[src/rtl/core/cmi_pkg.sv]
// cmi_pkg: shared types, register indexes and built-in color map tables
// for the colormap interpolator; no dependencies
package cmi_pkg;

    localparam int SAMPLE_BITS_DEF   = 16;
    localparam int FRACTION_BITS_DEF = 16;
    localparam int MAP_BITS          = 2;
    localparam int STOP_BITS         = 3;
    localparam int MILLI_BITS        = 10;
    localparam int CHAN_BITS         = 8;

    typedef logic [CHAN_BITS-1:0]   t_chan;
    typedef logic [2:0][CHAN_BITS-1:0] t_rgb;

    typedef enum logic [1:0] {
        CFG_MAP_SELECT = 2'd0,
        CFG_RANGE_LOW  = 2'd1,
        CFG_RANGE_HIGH = 2'd2,
        CFG_UNUSED     = 2'd3
    } t_cfg_idx;

    typedef enum logic [MAP_BITS-1:0] {
        MAP_VIRIDIS = 2'd0,
        MAP_STRAT   = 2'd1,
        MAP_FLUID   = 2'd2,
        MAP_THERMAL = 2'd3
    } t_map;

    // flags that ride with an item through the fraction divider
    typedef struct packed {
        logic [MAP_BITS-1:0] map;
        logic                eq;
        logic                f_zero;
        logic                f_one;
    } t_frac_ctl;

    function automatic logic [STOP_BITS-1:0] stop_count(input logic [MAP_BITS-1:0] m);
        case (m)
            MAP_VIRIDIS: stop_count = 3'd5;
            MAP_STRAT:   stop_count = 3'd4;
            MAP_FLUID:   stop_count = 3'd3;
            default:     stop_count = 3'd4;
        endcase
    endfunction

    function automatic logic [MILLI_BITS-1:0] stop_milli(input logic [MAP_BITS-1:0] m,
                                                         input logic [STOP_BITS-1:0] i);
        stop_milli = '0;
        case (m)
            MAP_VIRIDIS: begin
                case (i)
                    3'd1:    stop_milli = 10'd250;
                    3'd2:    stop_milli = 10'd500;
                    3'd3:    stop_milli = 10'd750;
                    3'd4:    stop_milli = 10'd1000;
                    default: stop_milli = 10'd0;
                endcase
            end
            MAP_STRAT: begin
                case (i)
                    3'd1:    stop_milli = 10'd350;
                    3'd2:    stop_milli = 10'd700;
                    3'd3:    stop_milli = 10'd1000;
                    default: stop_milli = 10'd0;
                endcase
            end
            MAP_FLUID: begin
                case (i)
                    3'd1:    stop_milli = 10'd500;
                    3'd2:    stop_milli = 10'd1000;
                    default: stop_milli = 10'd0;
                endcase
            end
            default: begin
                case (i)
                    3'd1:    stop_milli = 10'd330;
                    3'd2:    stop_milli = 10'd660;
                    3'd3:    stop_milli = 10'd1000;
                    default: stop_milli = 10'd0;
                endcase
            end
        endcase
    endfunction

    function automatic t_rgb stop_color(input logic [MAP_BITS-1:0] m,
                                        input logic [STOP_BITS-1:0] i);
        stop_color = '0;
        case (m)
            MAP_VIRIDIS: begin
                case (i)
                    3'd0:    stop_color = {8'd84,  8'd1,   8'd68};
                    3'd1:    stop_color = {8'd139, 8'd82,  8'd59};
                    3'd2:    stop_color = {8'd140, 8'd145, 8'd33};
                    3'd3:    stop_color = {8'd98,  8'd201, 8'd94};
                    3'd4:    stop_color = {8'd37,  8'd231, 8'd253};
                    default: stop_color = '0;
                endcase
            end
            MAP_STRAT: begin
                case (i)
                    3'd0:    stop_color = {8'd120, 8'd110, 8'd100};
                    3'd1:    stop_color = {8'd155, 8'd175, 8'd160};
                    3'd2:    stop_color = {8'd95,  8'd220, 8'd255};
                    3'd3:    stop_color = {8'd255, 8'd175, 8'd90};
                    default: stop_color = '0;
                endcase
            end
            MAP_FLUID: begin
                case (i)
                    3'd0:    stop_color = {8'd255, 8'd115, 8'd40};
                    3'd1:    stop_color = {8'd100, 8'd220, 8'd50};
                    3'd2:    stop_color = {8'd55,  8'd55,  8'd255};
                    default: stop_color = '0;
                endcase
            end
            default: begin
                case (i)
                    3'd0:    stop_color = {8'd150, 8'd0,   8'd0};
                    3'd1:    stop_color = {8'd200, 8'd200, 8'd0};
                    3'd2:    stop_color = {8'd0,   8'd220, 8'd220};
                    3'd3:    stop_color = {8'd0,   8'd0,   8'd255};
                    default: stop_color = '0;
                endcase
            end
        endcase
    endfunction

endpackage

[src/rtl/core/colormap_interpolator.sv]
// colormap_interpolator: sample to RGB through a piecewise-linear color map
// throughput: one item per clock, busy is always low; the fraction divider
// (FRACTION_BITS + 1 stages) and the channel dividers (9 stages) set latency
// synchronous active-low reset clears the pipeline valid bits and sets the
// registers to viridis, range 0 to 32767
module colormap_interpolator #(
    parameter int SAMPLE_BITS   = cmi_pkg::SAMPLE_BITS_DEF,
    parameter int FRACTION_BITS = cmi_pkg::FRACTION_BITS_DEF
) (
    input  logic                   i_clk,
    input  logic                   i_rst_n,
    input  logic                   start,
    output logic                   busy,
    input  logic signed [SAMPLE_BITS-1:0] i_sample_value,
    input  logic                   i_cfg_we,
    input  logic [1:0]             i_cfg_idx,
    input  logic [SAMPLE_BITS-1:0] i_cfg_data,
    output logic                   o_valid,
    output logic [cmi_pkg::CHAN_BITS-1:0] o_red,
    output logic [cmi_pkg::CHAN_BITS-1:0] o_green,
    output logic [cmi_pkg::CHAN_BITS-1:0] o_blue
);
    import cmi_pkg::*;

    localparam int SB = SAMPLE_BITS;
    localparam int FB = FRACTION_BITS;
    localparam int FW = FB + 1;          // fraction, one included
    localparam int XW = FB + 1 + CHAN_BITS;

    function automatic logic [FW-1:0] stop_pos(input logic [MILLI_BITS-1:0] milli);
        logic [FB+MILLI_BITS:0] t;
        t = ((FB+MILLI_BITS+1)'(milli) << FB) + (FB+MILLI_BITS+1)'(500);
        stop_pos = FW'(t / 1000);
    endfunction

    // stop position table, every map folded to constants before the select
    function automatic logic [FW-1:0] seg_pos(input logic [MAP_BITS-1:0] m,
                                              input logic [STOP_BITS-1:0] i);
        case (m)
            MAP_VIRIDIS: seg_pos = stop_pos(stop_milli(MAP_VIRIDIS, i));
            MAP_STRAT:   seg_pos = stop_pos(stop_milli(MAP_STRAT, i));
            MAP_FLUID:   seg_pos = stop_pos(stop_milli(MAP_FLUID, i));
            default:     seg_pos = stop_pos(stop_milli(MAP_THERMAL, i));
        endcase
    endfunction

    // configuration registers
    logic [MAP_BITS-1:0] r_map;
    logic signed [SB-1:0] r_low, r_high;

    always_ff @(posedge i_clk) begin
        if (!i_rst_n) begin
            r_map  <= MAP_VIRIDIS;
            r_low  <= '0;
            r_high <= SB'(32767);
        end else if (i_cfg_we) begin
            case (t_cfg_idx'(i_cfg_idx))
                CFG_MAP_SELECT: r_map  <= i_cfg_data[MAP_BITS-1:0];
                CFG_RANGE_LOW:  r_low  <= i_cfg_data;
                CFG_RANGE_HIGH: r_high <= i_cfg_data;
                default: ;
            endcase
        end
    end

    assign busy = 1'b0;

    // front end: signed ratio set-up
    logic signed [SB:0] num, den;
    logic [SB-1:0] an, ad;
    logic neg;
    t_frac_ctl in_ctl;

    always_comb begin
        num = SB'(0) + ($signed({i_sample_value[SB-1], i_sample_value}) -
                        $signed({r_low[SB-1], r_low}));
        den = $signed({r_high[SB-1], r_high}) - $signed({r_low[SB-1], r_low});
        neg = num[SB] != den[SB];
        an  = num[SB] ? SB'(-num) : SB'(num);
        ad  = den[SB] ? SB'(-den) : SB'(den);
        in_ctl.map    = r_map;
        in_ctl.eq     = den == '0;
        in_ctl.f_zero = (num != '0) && neg;
        in_ctl.f_one  = an >= ad;
    end

    logic          fd_valid;
    logic [FB-1:0] fd_quot;
    t_frac_ctl     fd_ctl;

    cmi_div_pipe #(
        .NUM_W(SB + FB), .DEN_W(SB), .QB(FB), .SIDE_W($bits(t_frac_ctl))
    ) u_frac_div (
        .i_clk   (i_clk),
        .i_rst_n (i_rst_n),
        .i_valid (start),
        .i_num   ({an, FB'(0)}),
        .i_den   (ad),
        .i_side  (in_ctl),
        .o_valid (fd_valid),
        .o_quot  (fd_quot),
        .o_side  (fd_ctl)
    );

    // segment search
    logic [FW-1:0] f, t1, t2, n_delta, n_rng;
    t_rgb          n_c1, n_c2;
    logic          found;

    always_comb begin
        if (fd_ctl.f_zero) begin
            f = '0;
        end else if (fd_ctl.f_one) begin
            f = FW'(1) << FB;
        end else begin
            f = {1'b0, fd_quot};
        end
        found   = 1'b0;
        n_c1    = stop_color(fd_ctl.map, stop_count(fd_ctl.map) - 3'd1);
        n_c2    = n_c1;
        n_delta = '0;
        n_rng   = FW'(1);
        t1      = '0;
        t2      = '0;
        for (int i = 0; i < 4; i++) begin
            if (!found && (3'(i + 1) < stop_count(fd_ctl.map))) begin
                t1 = seg_pos(fd_ctl.map, 3'(i));
                t2 = seg_pos(fd_ctl.map, 3'(i + 1));
                if (t1 <= f && f <= t2) begin
                    found   = 1'b1;
                    n_c1    = stop_color(fd_ctl.map, 3'(i));
                    n_c2    = stop_color(fd_ctl.map, 3'(i + 1));
                    n_delta = f - t1;
                    n_rng   = t2 - t1;
                end
            end
        end
        // zero-width segment or equal bounds: hold the first color
        if (n_rng == '0) begin
            n_c2    = n_c1;
            n_delta = '0;
            n_rng   = FW'(1);
        end
        if (fd_ctl.eq) begin
            n_c1    = stop_color(fd_ctl.map, 3'd0);
            n_c2    = n_c1;
            n_delta = '0;
            n_rng   = FW'(1);
        end
    end

    logic          r_s1_valid;
    t_rgb          r_s1_c1, r_s1_d;
    logic [2:0]    r_s1_down;
    logic [FW-1:0] r_s1_delta, r_s1_rng;

    always_ff @(posedge i_clk) begin
        if (!i_rst_n) begin
            r_s1_valid <= 1'b0;
        end else begin
            r_s1_valid <= fd_valid;
        end
        r_s1_c1    <= n_c1;
        r_s1_delta <= n_delta;
        r_s1_rng   <= n_rng;
        for (int c = 0; c < 3; c++) begin
            r_s1_down[c] <= n_c2[c] < n_c1[c];
            r_s1_d[c]    <= (n_c2[c] < n_c1[c]) ? n_c1[c] - n_c2[c] : n_c2[c] - n_c1[c];
        end
    end

    // scaled step per channel; downward steps round up
    logic          r_s2_valid;
    t_rgb          r_s2_c1;
    logic [2:0]    r_s2_down;
    logic [FW-1:0] r_s2_rng;
    logic [XW-1:0] r_s2_x [0:2];

    always_ff @(posedge i_clk) begin
        if (!i_rst_n) begin
            r_s2_valid <= 1'b0;
        end else begin
            r_s2_valid <= r_s1_valid;
        end
        r_s2_c1   <= r_s1_c1;
        r_s2_down <= r_s1_down;
        r_s2_rng  <= r_s1_rng;
        for (int c = 0; c < 3; c++) begin
            r_s2_x[c] <= XW'(r_s1_delta) * XW'(r_s1_d[c]) +
                         (r_s1_down[c] ? XW'(r_s1_rng - FW'(1)) : XW'(0));
        end
    end

    logic [2:0]             cd_valid;
    logic [CHAN_BITS-1:0]   cd_quot [0:2];
    logic [CHAN_BITS:0]     cd_side [0:2];

    for (genvar c = 0; c < 3; c++) begin : g_chan
        cmi_div_pipe #(
            .NUM_W(XW), .DEN_W(FW), .QB(CHAN_BITS), .SIDE_W(CHAN_BITS + 1)
        ) u_chan_div (
            .i_clk   (i_clk),
            .i_rst_n (i_rst_n),
            .i_valid (r_s2_valid),
            .i_num   (r_s2_x[c]),
            .i_den   (r_s2_rng),
            .i_side  ({r_s2_down[c], r_s2_c1[c]}),
            .o_valid (cd_valid[c]),
            .o_quot  (cd_quot[c]),
            .o_side  (cd_side[c])
        );
    end

    logic r_out_valid;
    t_rgb r_out;

    always_ff @(posedge i_clk) begin
        if (!i_rst_n) begin
            r_out_valid <= 1'b0;
        end else begin
            r_out_valid <= &cd_valid;
        end
        for (int c = 0; c < 3; c++) begin
            r_out[c] <= cd_side[c][CHAN_BITS] ? cd_side[c][CHAN_BITS-1:0] - cd_quot[c]
                                              : cd_side[c][CHAN_BITS-1:0] + cd_quot[c];
        end
    end

    assign o_valid = r_out_valid;
    assign o_red   = r_out[0];
    assign o_green = r_out[1];
    assign o_blue  = r_out[2];
endmodule

[src/rtl/core/cmi_div_pipe.sv]
// cmi_div_pipe: pipelined restoring divider, one quotient bit per stage
// depends on nothing; the quotient must fit in QB bits
module cmi_div_pipe #(
    parameter int NUM_W  = 32,
    parameter int DEN_W  = 16,
    parameter int QB     = 16,
    parameter int SIDE_W = 1
) (
    input  logic              i_clk,
    input  logic              i_rst_n,
    input  logic              i_valid,
    input  logic [NUM_W-1:0]  i_num,
    input  logic [DEN_W-1:0]  i_den,
    input  logic [SIDE_W-1:0] i_side,
    output logic              o_valid,
    output logic [QB-1:0]     o_quot,
    output logic [SIDE_W-1:0] o_side
);
    localparam int W = (NUM_W > DEN_W + QB) ? NUM_W : DEN_W + QB;

    logic              r_valid [0:QB];
    logic [W-1:0]      r_rem   [0:QB];
    logic [DEN_W-1:0]  r_den   [0:QB];
    logic [QB-1:0]     r_quot  [0:QB];
    logic [SIDE_W-1:0] r_side  [0:QB];

    logic [W-1:0]      n_rem   [0:QB-1];
    logic [QB-1:0]     n_quot  [0:QB-1];

    always_comb begin : p_stage
        logic [W-1:0] shifted;
        logic         ge;
        for (int k = 0; k < QB; k++) begin
            shifted   = W'(r_den[k]) << (QB - 1 - k);
            ge        = r_rem[k] >= shifted;
            n_rem[k]  = ge ? r_rem[k] - shifted : r_rem[k];
            n_quot[k] = r_quot[k];
            n_quot[k][QB-1-k] = ge;
        end
    end

    always_ff @(posedge i_clk) begin
        if (!i_rst_n) begin
            for (int k = 0; k <= QB; k++) begin
                r_valid[k] <= 1'b0;
            end
        end else begin
            r_valid[0] <= i_valid;
            for (int k = 0; k < QB; k++) begin
                r_valid[k+1] <= r_valid[k];
            end
        end
        r_rem[0]  <= W'(i_num);
        r_den[0]  <= i_den;
        r_quot[0] <= '0;
        r_side[0] <= i_side;
        for (int k = 0; k < QB; k++) begin
            r_rem[k+1]  <= n_rem[k];
            r_den[k+1]  <= r_den[k];
            r_quot[k+1] <= n_quot[k];
            r_side[k+1] <= r_side[k];
        end
    end

    assign o_valid = r_valid[QB];
    assign o_quot  = r_quot[QB];
    assign o_side  = r_side[QB];
endmodule
[config.mk]
export PLATFORM = sky130hd
export DESIGN_NAME = colormap_interpolator
export DESIGN_NICKNAME = d
export VERILOG_FILES = /design/src/rtl/core/cmi_pkg.sv /design/src/rtl/core/colormap_interpolator.sv /design/src/rtl/core/cmi_div_pipe.sv
export SDC_FILE = /design/constraint.sdc
export NUM_CORES = 2
export LEC_CHECK = 0
export ABC_AREA = 0
export CAP_MARGIN = 40
export CORE_MARGIN = 4
export CORE_UTILIZATION = 50
export CTS_BUF_LIST = sky130_fd_sc_hd__clkbuf_4 sky130_fd_sc_hd__clkbuf_8 sky130_fd_sc_hd__clkbuf_16
export CTS_CLUSTER_SIZE = 14
export DETAILED_ROUTE_END_ITERATION = 10
export DONT_BUFFER_PORTS = 1
export HOLD_SLACK_MARGIN = 0.15
export SKIP_LAST_GASP = 1
export SLEW_MARGIN = 20
export SYNTH_ARGS = -nofsm -noshare
export SYNTH_HDL_FRONTEND = slang
export SYNTH_HIERARCHICAL = 1
export SYNTH_SLANG_ARGS = --single-unit
[constraint.sdc]
create_clock -name i_clk -period 9.95 [get_ports i_clk]
set_input_delay 0.995 -clock i_clk [delete_from_list [all_inputs] [get_ports i_clk]]
set_output_delay 0.995 -clock i_clk [all_outputs]
set_load 0.05 [all_outputs]
* Word-level counts from Yosys, hierarchy flattened
Memories as Yosys holds them, arrays and structs flattened. A register that Yosys moved wholly into a read port is not among the register bits.
Index checks and enable logic that the tools add are counted.
** Operators by class
- Add/sub/neg operators :: 100
- $mul :: 3
- Div/mod/pow operators :: 31
- Order comparisons :: 56
- Equal/unequal tests :: 9
- Mux-type cells :: 214
- Bitwise logic cells :: 44
- Reduce and logical (&&, ||, !) cells :: 24
** Operators by type and width (count)
- divider 27 x 10 -> 32 bit, second input constant :: 31
- adder 26 x 9 -> 27 bit, second input constant :: 31
- two-way mux 25 bit :: 27
- two-way mux 32 bit :: 16
- two-way mux 10 bit :: 47
- two-way mux 24 bit :: 19
- two-way mux 17 bit :: 26
- case mux 24 bit (3 select lines) :: 6
- case mux 17 bit (3 select lines) :: 8
- case mux 24 bit (4 select lines) :: 2
- <= comparator 17 bit :: 8
- subtractor 17 bit :: 8
- case mux 24 bit (5 select lines) :: 1
- adder 25 bit :: 3
- greater-or-equal comparator 25 x 17 -> 1 bit :: 3
- greater-or-equal comparator 25 x 18 -> 1 bit :: 3
- greater-or-equal comparator 25 x 19 -> 1 bit :: 3
- greater-or-equal comparator 25 x 20 -> 1 bit :: 3
- greater-or-equal comparator 25 x 21 -> 1 bit :: 3
- greater-or-equal comparator 25 x 22 -> 1 bit :: 3
- greater-or-equal comparator 25 x 23 -> 1 bit :: 3
- greater-or-equal comparator 25 x 24 -> 1 bit :: 3
- multiplier 17 x 8 -> 25 bit :: 3
- subtractor 25 x 17 -> 25 bit :: 3
- other kinds (72) :: 218
** Word-level totals
- Flip-flop bits (word level) :: 189
- RAM bits :: 2885
- Bits of input ports :: 38
- Logic and storage cells :: 524
- Memories :: 21
** Memory list
- u_frac_div.r_rem :: depth 17, width 32, read ports 16, clocked after Yosys merged registers in 0, write ports 17, line cmi_div_pipe.sv:22 : logic [W-1:0] r_rem [0:QB];
- u_frac_div.r_den :: depth 17, width 16, read ports 16, clocked after Yosys merged registers in 0, write ports 17, line cmi_div_pipe.sv:23 : logic [DEN_W-1:0] r_den [0:QB];
- u_frac_div.r_quot :: depth 17, width 16, read ports 17, clocked after Yosys merged registers in 0, write ports 17, line cmi_div_pipe.sv:24 : logic [QB-1:0] r_quot [0:QB];
- g_chan[0].u_chan_div.r_rem :: depth 9, width 25, read ports 8, clocked after Yosys merged registers in 0, write ports 9, line cmi_div_pipe.sv:22
- g_chan[1].u_chan_div.r_rem :: depth 9, width 25, read ports 8, clocked after Yosys merged registers in 0, write ports 9, line cmi_div_pipe.sv:22
- g_chan[2].u_chan_div.r_rem :: depth 9, width 25, read ports 8, clocked after Yosys merged registers in 0, write ports 9, line cmi_div_pipe.sv:22
- 15 more memories

* Longest topological paths before layout
An unclocked memory read counts as a cell.
- Depth in word-level cells :: 51
- Mapped depth :: 37
- Depth with buffers taken out :: 31

* Cells and area by module
Netlist, hierarchy kept.
** Modules (own cells, without submodules)
- cmi_div_pipe at u_frac_div :: instances 1, cells each 3826, area an instance 38206.6 um2
- cmi_div_pipe at g_chan[1].u_chan_div ... :: instances 2, cells each 1833, area an instance 18277.5 um2
- colormap_interpolator :: instances 1, cells each 3650, area an instance 30803.3 um2
- cmi_div_pipe at g_chan[0].u_chan_div :: instances 1, cells each 1838, area an instance 18332.6 um2

* Worst setup path after synthesis
Ideal clock, no wire load.
- Path type :: register -> register
- Start point :: memory u_frac_div/r_side[0][80] in the netlist's numbering
- End point :: register r_s1_d[14] in the netlist's numbering
- Data arrival time :: 7.270 ns
- Required time :: 9.878 ns
- Setup slack :: 2.608 ns
- Cell stages (with the launch flop) :: 35
- Path buffers :: 7
- Clock period less this slack :: 7.342 ns
- Cells stage by stage :: dfxtp_1 buf_4 buf_4 nor2_2 buf_2 clkbuf_1 nand2_1 inv_1 ha_1 nand2b_1 nor3_1 o2111ai_1 or4_4 o22a_4 buf_6 nor2_1 a21oi_1 o21ai_2 nor2_1 buf_2 a221oi_1 ha_1 inv_1 fa_1 a21o_1 a21oi_1 o21bai_1 a21o_1 a21o_1 a21oi_1 clkbuf_1 mux2i_1 nand2_1 a221oi_1 xnor2_1
** RTL lines
- from (decl) :: line cmi_div_pipe.sv:25 : logic [SIDE_W-1:0] r_side [0:QB];
- to (signal, indexed assignment) :: line colormap_interpolator.sv:168 : r_s1_d[c] <= (n_c2[c] < n_c1[c]) ? n_c1[c] - n_c2[c] : n_c2[c] - n_c1[c];
- to (decl) :: line colormap_interpolator.sv:153 : t_rgb r_s1_c1, r_s1_d;

==> flow_metrics.tcl <==
set metrics [dict create \
    status "complete, no violations" \
    cts_buffers 298 \
    htree_levels 5 \
    place_hpwl_um 242000 \
    regArea_um2 53200 \
    fillers 21619 \
    synth_flop_cell "dfxtp_1" \
    core-area_um2 246000 \
    grt_use_total 0.240 \
    crit_path_end_kind "register" \
    synth_enable_flop_cells 0 \
    clk_path_buf_depth 4 \
    max_stage_delay_ns 0.85 \
    die-width_um 506 \
    final_nets 14415 \
    num_vias 89809 \
    cts_sinks 2657 \
    cpMaxStageDelayCell "dfxtp_1" \
    synthArstFlopShare 0 \
    holdPathStages 2 \
    multi_input_area_um2 63900 \
    synth_area_leaders "dfxtp_1, ha_1, fa_1" \
    ys_ff_latch 2657 \
    ys_warn_count 6 \
    routed_wl_um 314000 \
    ctsResizeCount 0 \
    placementRows 182 \
    die_h_um 506 \
    antenna_found_initial 28 \
    initialDrtViolationCount 5373 \
    viasPerCell 5.41 \
    netlist.area_leader.share 0.429 \
    grt-ovfl-total 0 \
    max_clock_freq_mhz 117 \
    tritoncts "yes" \
    num_io_pins 64 \
    drive_gt1_frac 0.0720 \
    grt_max_degree 65 \
    antenna_left 0 \
    post_cts_buffers 0 \
    cap_violations 0 \
    post_synth.cell_area_avg_um2 9.55 \
    place_congestion 0.920 \
    fin_crit_ns 8.56 \
    synth_common_cells "dfxtp_1, inv_1, nand2_1" \
    clk_pin_slew_ns 0.06 \
    grt_pass1_vias 89894 \
    slew_violations 0 \
    hold_buffers 19 \
    clock_skew_ns 0.104 \
    drc_errors 0 \
    finalCritPeriodShare 0.861 \
    first_pass_iters 7 \
    cp_data_required_time_ns 10.70 \
    worstPathArrival_ns 9.32 \
    grt_setup_unrepaired "no" \
    initial_core_util 0.503 \
    clock_latency_ns 0.98 \
    yosys.area.top_type "dfxtp_1" \
    setup_violations 0 \
    slew_headroom 0.350 \
    critPathKind "reg -> reg" \
    wire_per_inst_um 18.9 \
    rrSetupSlack_ns 1.39 \
    grt_pass1_wl_um 496000 \
    io_buffers 0 \
    yosysMostFrequentCell "dfxtp_1" \
    clock-root-buffer "clkbuf_16" \
    timing.setup.tns_ns 0 \
    area_growth_pct 11.1 \
    min_path_type "in -> reg" \
    syn_area_um2 124000 \
    crit_path_start_kind "register" \
    synthDistinctLibCells 128 \
    worstMarginPinSlew_ns 0.951 \
    yosysSeqAreaShare 0.429 \
    synth_cells 12980 \
    hold_viol 0 \
    fp.dieArea_um2 256000 \
    reg2regPathDepth 31 \
    cp_max_fo 20 \
]
per-stage QoR:
stage	utilization	worst slack [ns]	cells	hold WS [ns]	cell area (um^2)
2_1_floorplan	-	2.61	12996	0.310	124000
3_3_place_gp	0.517	1.51	16013	0.310	127000
5_1_grt	0.559	0.802	16571	0.167	138000
3_5_place_dp	0.517	1.58	16026	0.312	127000
4_1_cts	0.559	1.45	16551	0.155	138000
6_report	0.559	1.39	16591	0.216	138000
kinds of logic after synthesis:
kind of cell	Yosys count	share of synthesized area
compound gates	2824	0.147
xor+xnor	823	0.0582
fa+ha+maj	1340	0.159
buf+inv	1787	0.0569
flops	2657	0.429
mux	173	0.0153
other cells	1	0.0000303
simple gates	3375	0.134
worst max-delay path, delay by kind of cell, from the launching register on:
| family | cells | cell delay (ns) |
|---|---|---|
| AND/OR/NAND/NOR | 8 | 2.07 |
| XOR/XNOR | 1 | 0.18 |
| AO/OA/AOI/OAI | 15 | 3.36 |
| adder cells (fa/ha/maj) | 3 | 1.19 |
| buffers and inverters | 4 | 0.67 |
| flip-flops | 1 | 0.85 |
cell type report:
class                      count  area share
timing repair buffer         140     0.00870
inverter                    1388      0.0379
antenna                       36    0.000654
clock inverter               113      0.0105
clock buffer                 393      0.0621
multi-input combinational   8552       0.464
sequential                  2657       0.386
tap                         3312      0.0301
path summary, 6_finish.rpt:
check / from / endpoint
min reg2reg: g_chan[2].u_chan_div/r_side[0][19]$_DFF_P_ / g_chan[2].u_chan_div/r_side[0][28]$_DFF_P_
max: u_frac_div/r_side[0][80]$_DFF_P_ / r_s1_d[13]$_DFF_P_
min: i_cfg_data[1] / r_low[1]$_SDFFE_PN0P_
max reg2reg: u_frac_div/r_side[0][80]$_DFF_P_ / r_s1_d[13]$_DFF_P_
layout by cell type (no fill, tap or decap), drive strengths merged, types with 256 or more instances in the layout:
master / instances
dfxtp: 2657
inv: 1405
nand2: 1098
ha: 951
a21oi: 784
o21ai: 722
nor2: 703
xnor2: 456
clkbuf: 393
fa: 389
xor2: 367
a21o: 276
and2: 256
layer usage:
metal / vias to the layer above / GRT usage / wire [um]
li1: 44289 / - / -
met4: 26 / 0.0986 / 12800
met2: 1974 / 0.425 / 155000
met1: 42839 / 0.292 / 133000
met5: - / 0 / 163
met3: 681 / 0.0342 / 12700
state kept, by name, summed over array words and instances (netlist names), 24 cells and up:
signal / count
g_chan.u_chan_div/r_rem: 600
r_s2_x: 75
g_chan.u_chan_div/r_valid: 27
u_frac_div/r_den: 256
r_s2_c1: 24
u_frac_div/r_side: 85
r_s1_d: 24
g_chan.u_chan_div/r_side: 243
g_chan.u_chan_div/r_den: 408
u_frac_div/r_quot: 136
r_s1_c1: 24
u_frac_div/r_rem: 512
g_chan.u_chan_div/r_quot: 108
Power is left out: the tool's default activity adds up to more than one toggle a clock period on the data nets, which glitch-free logic cannot reach.
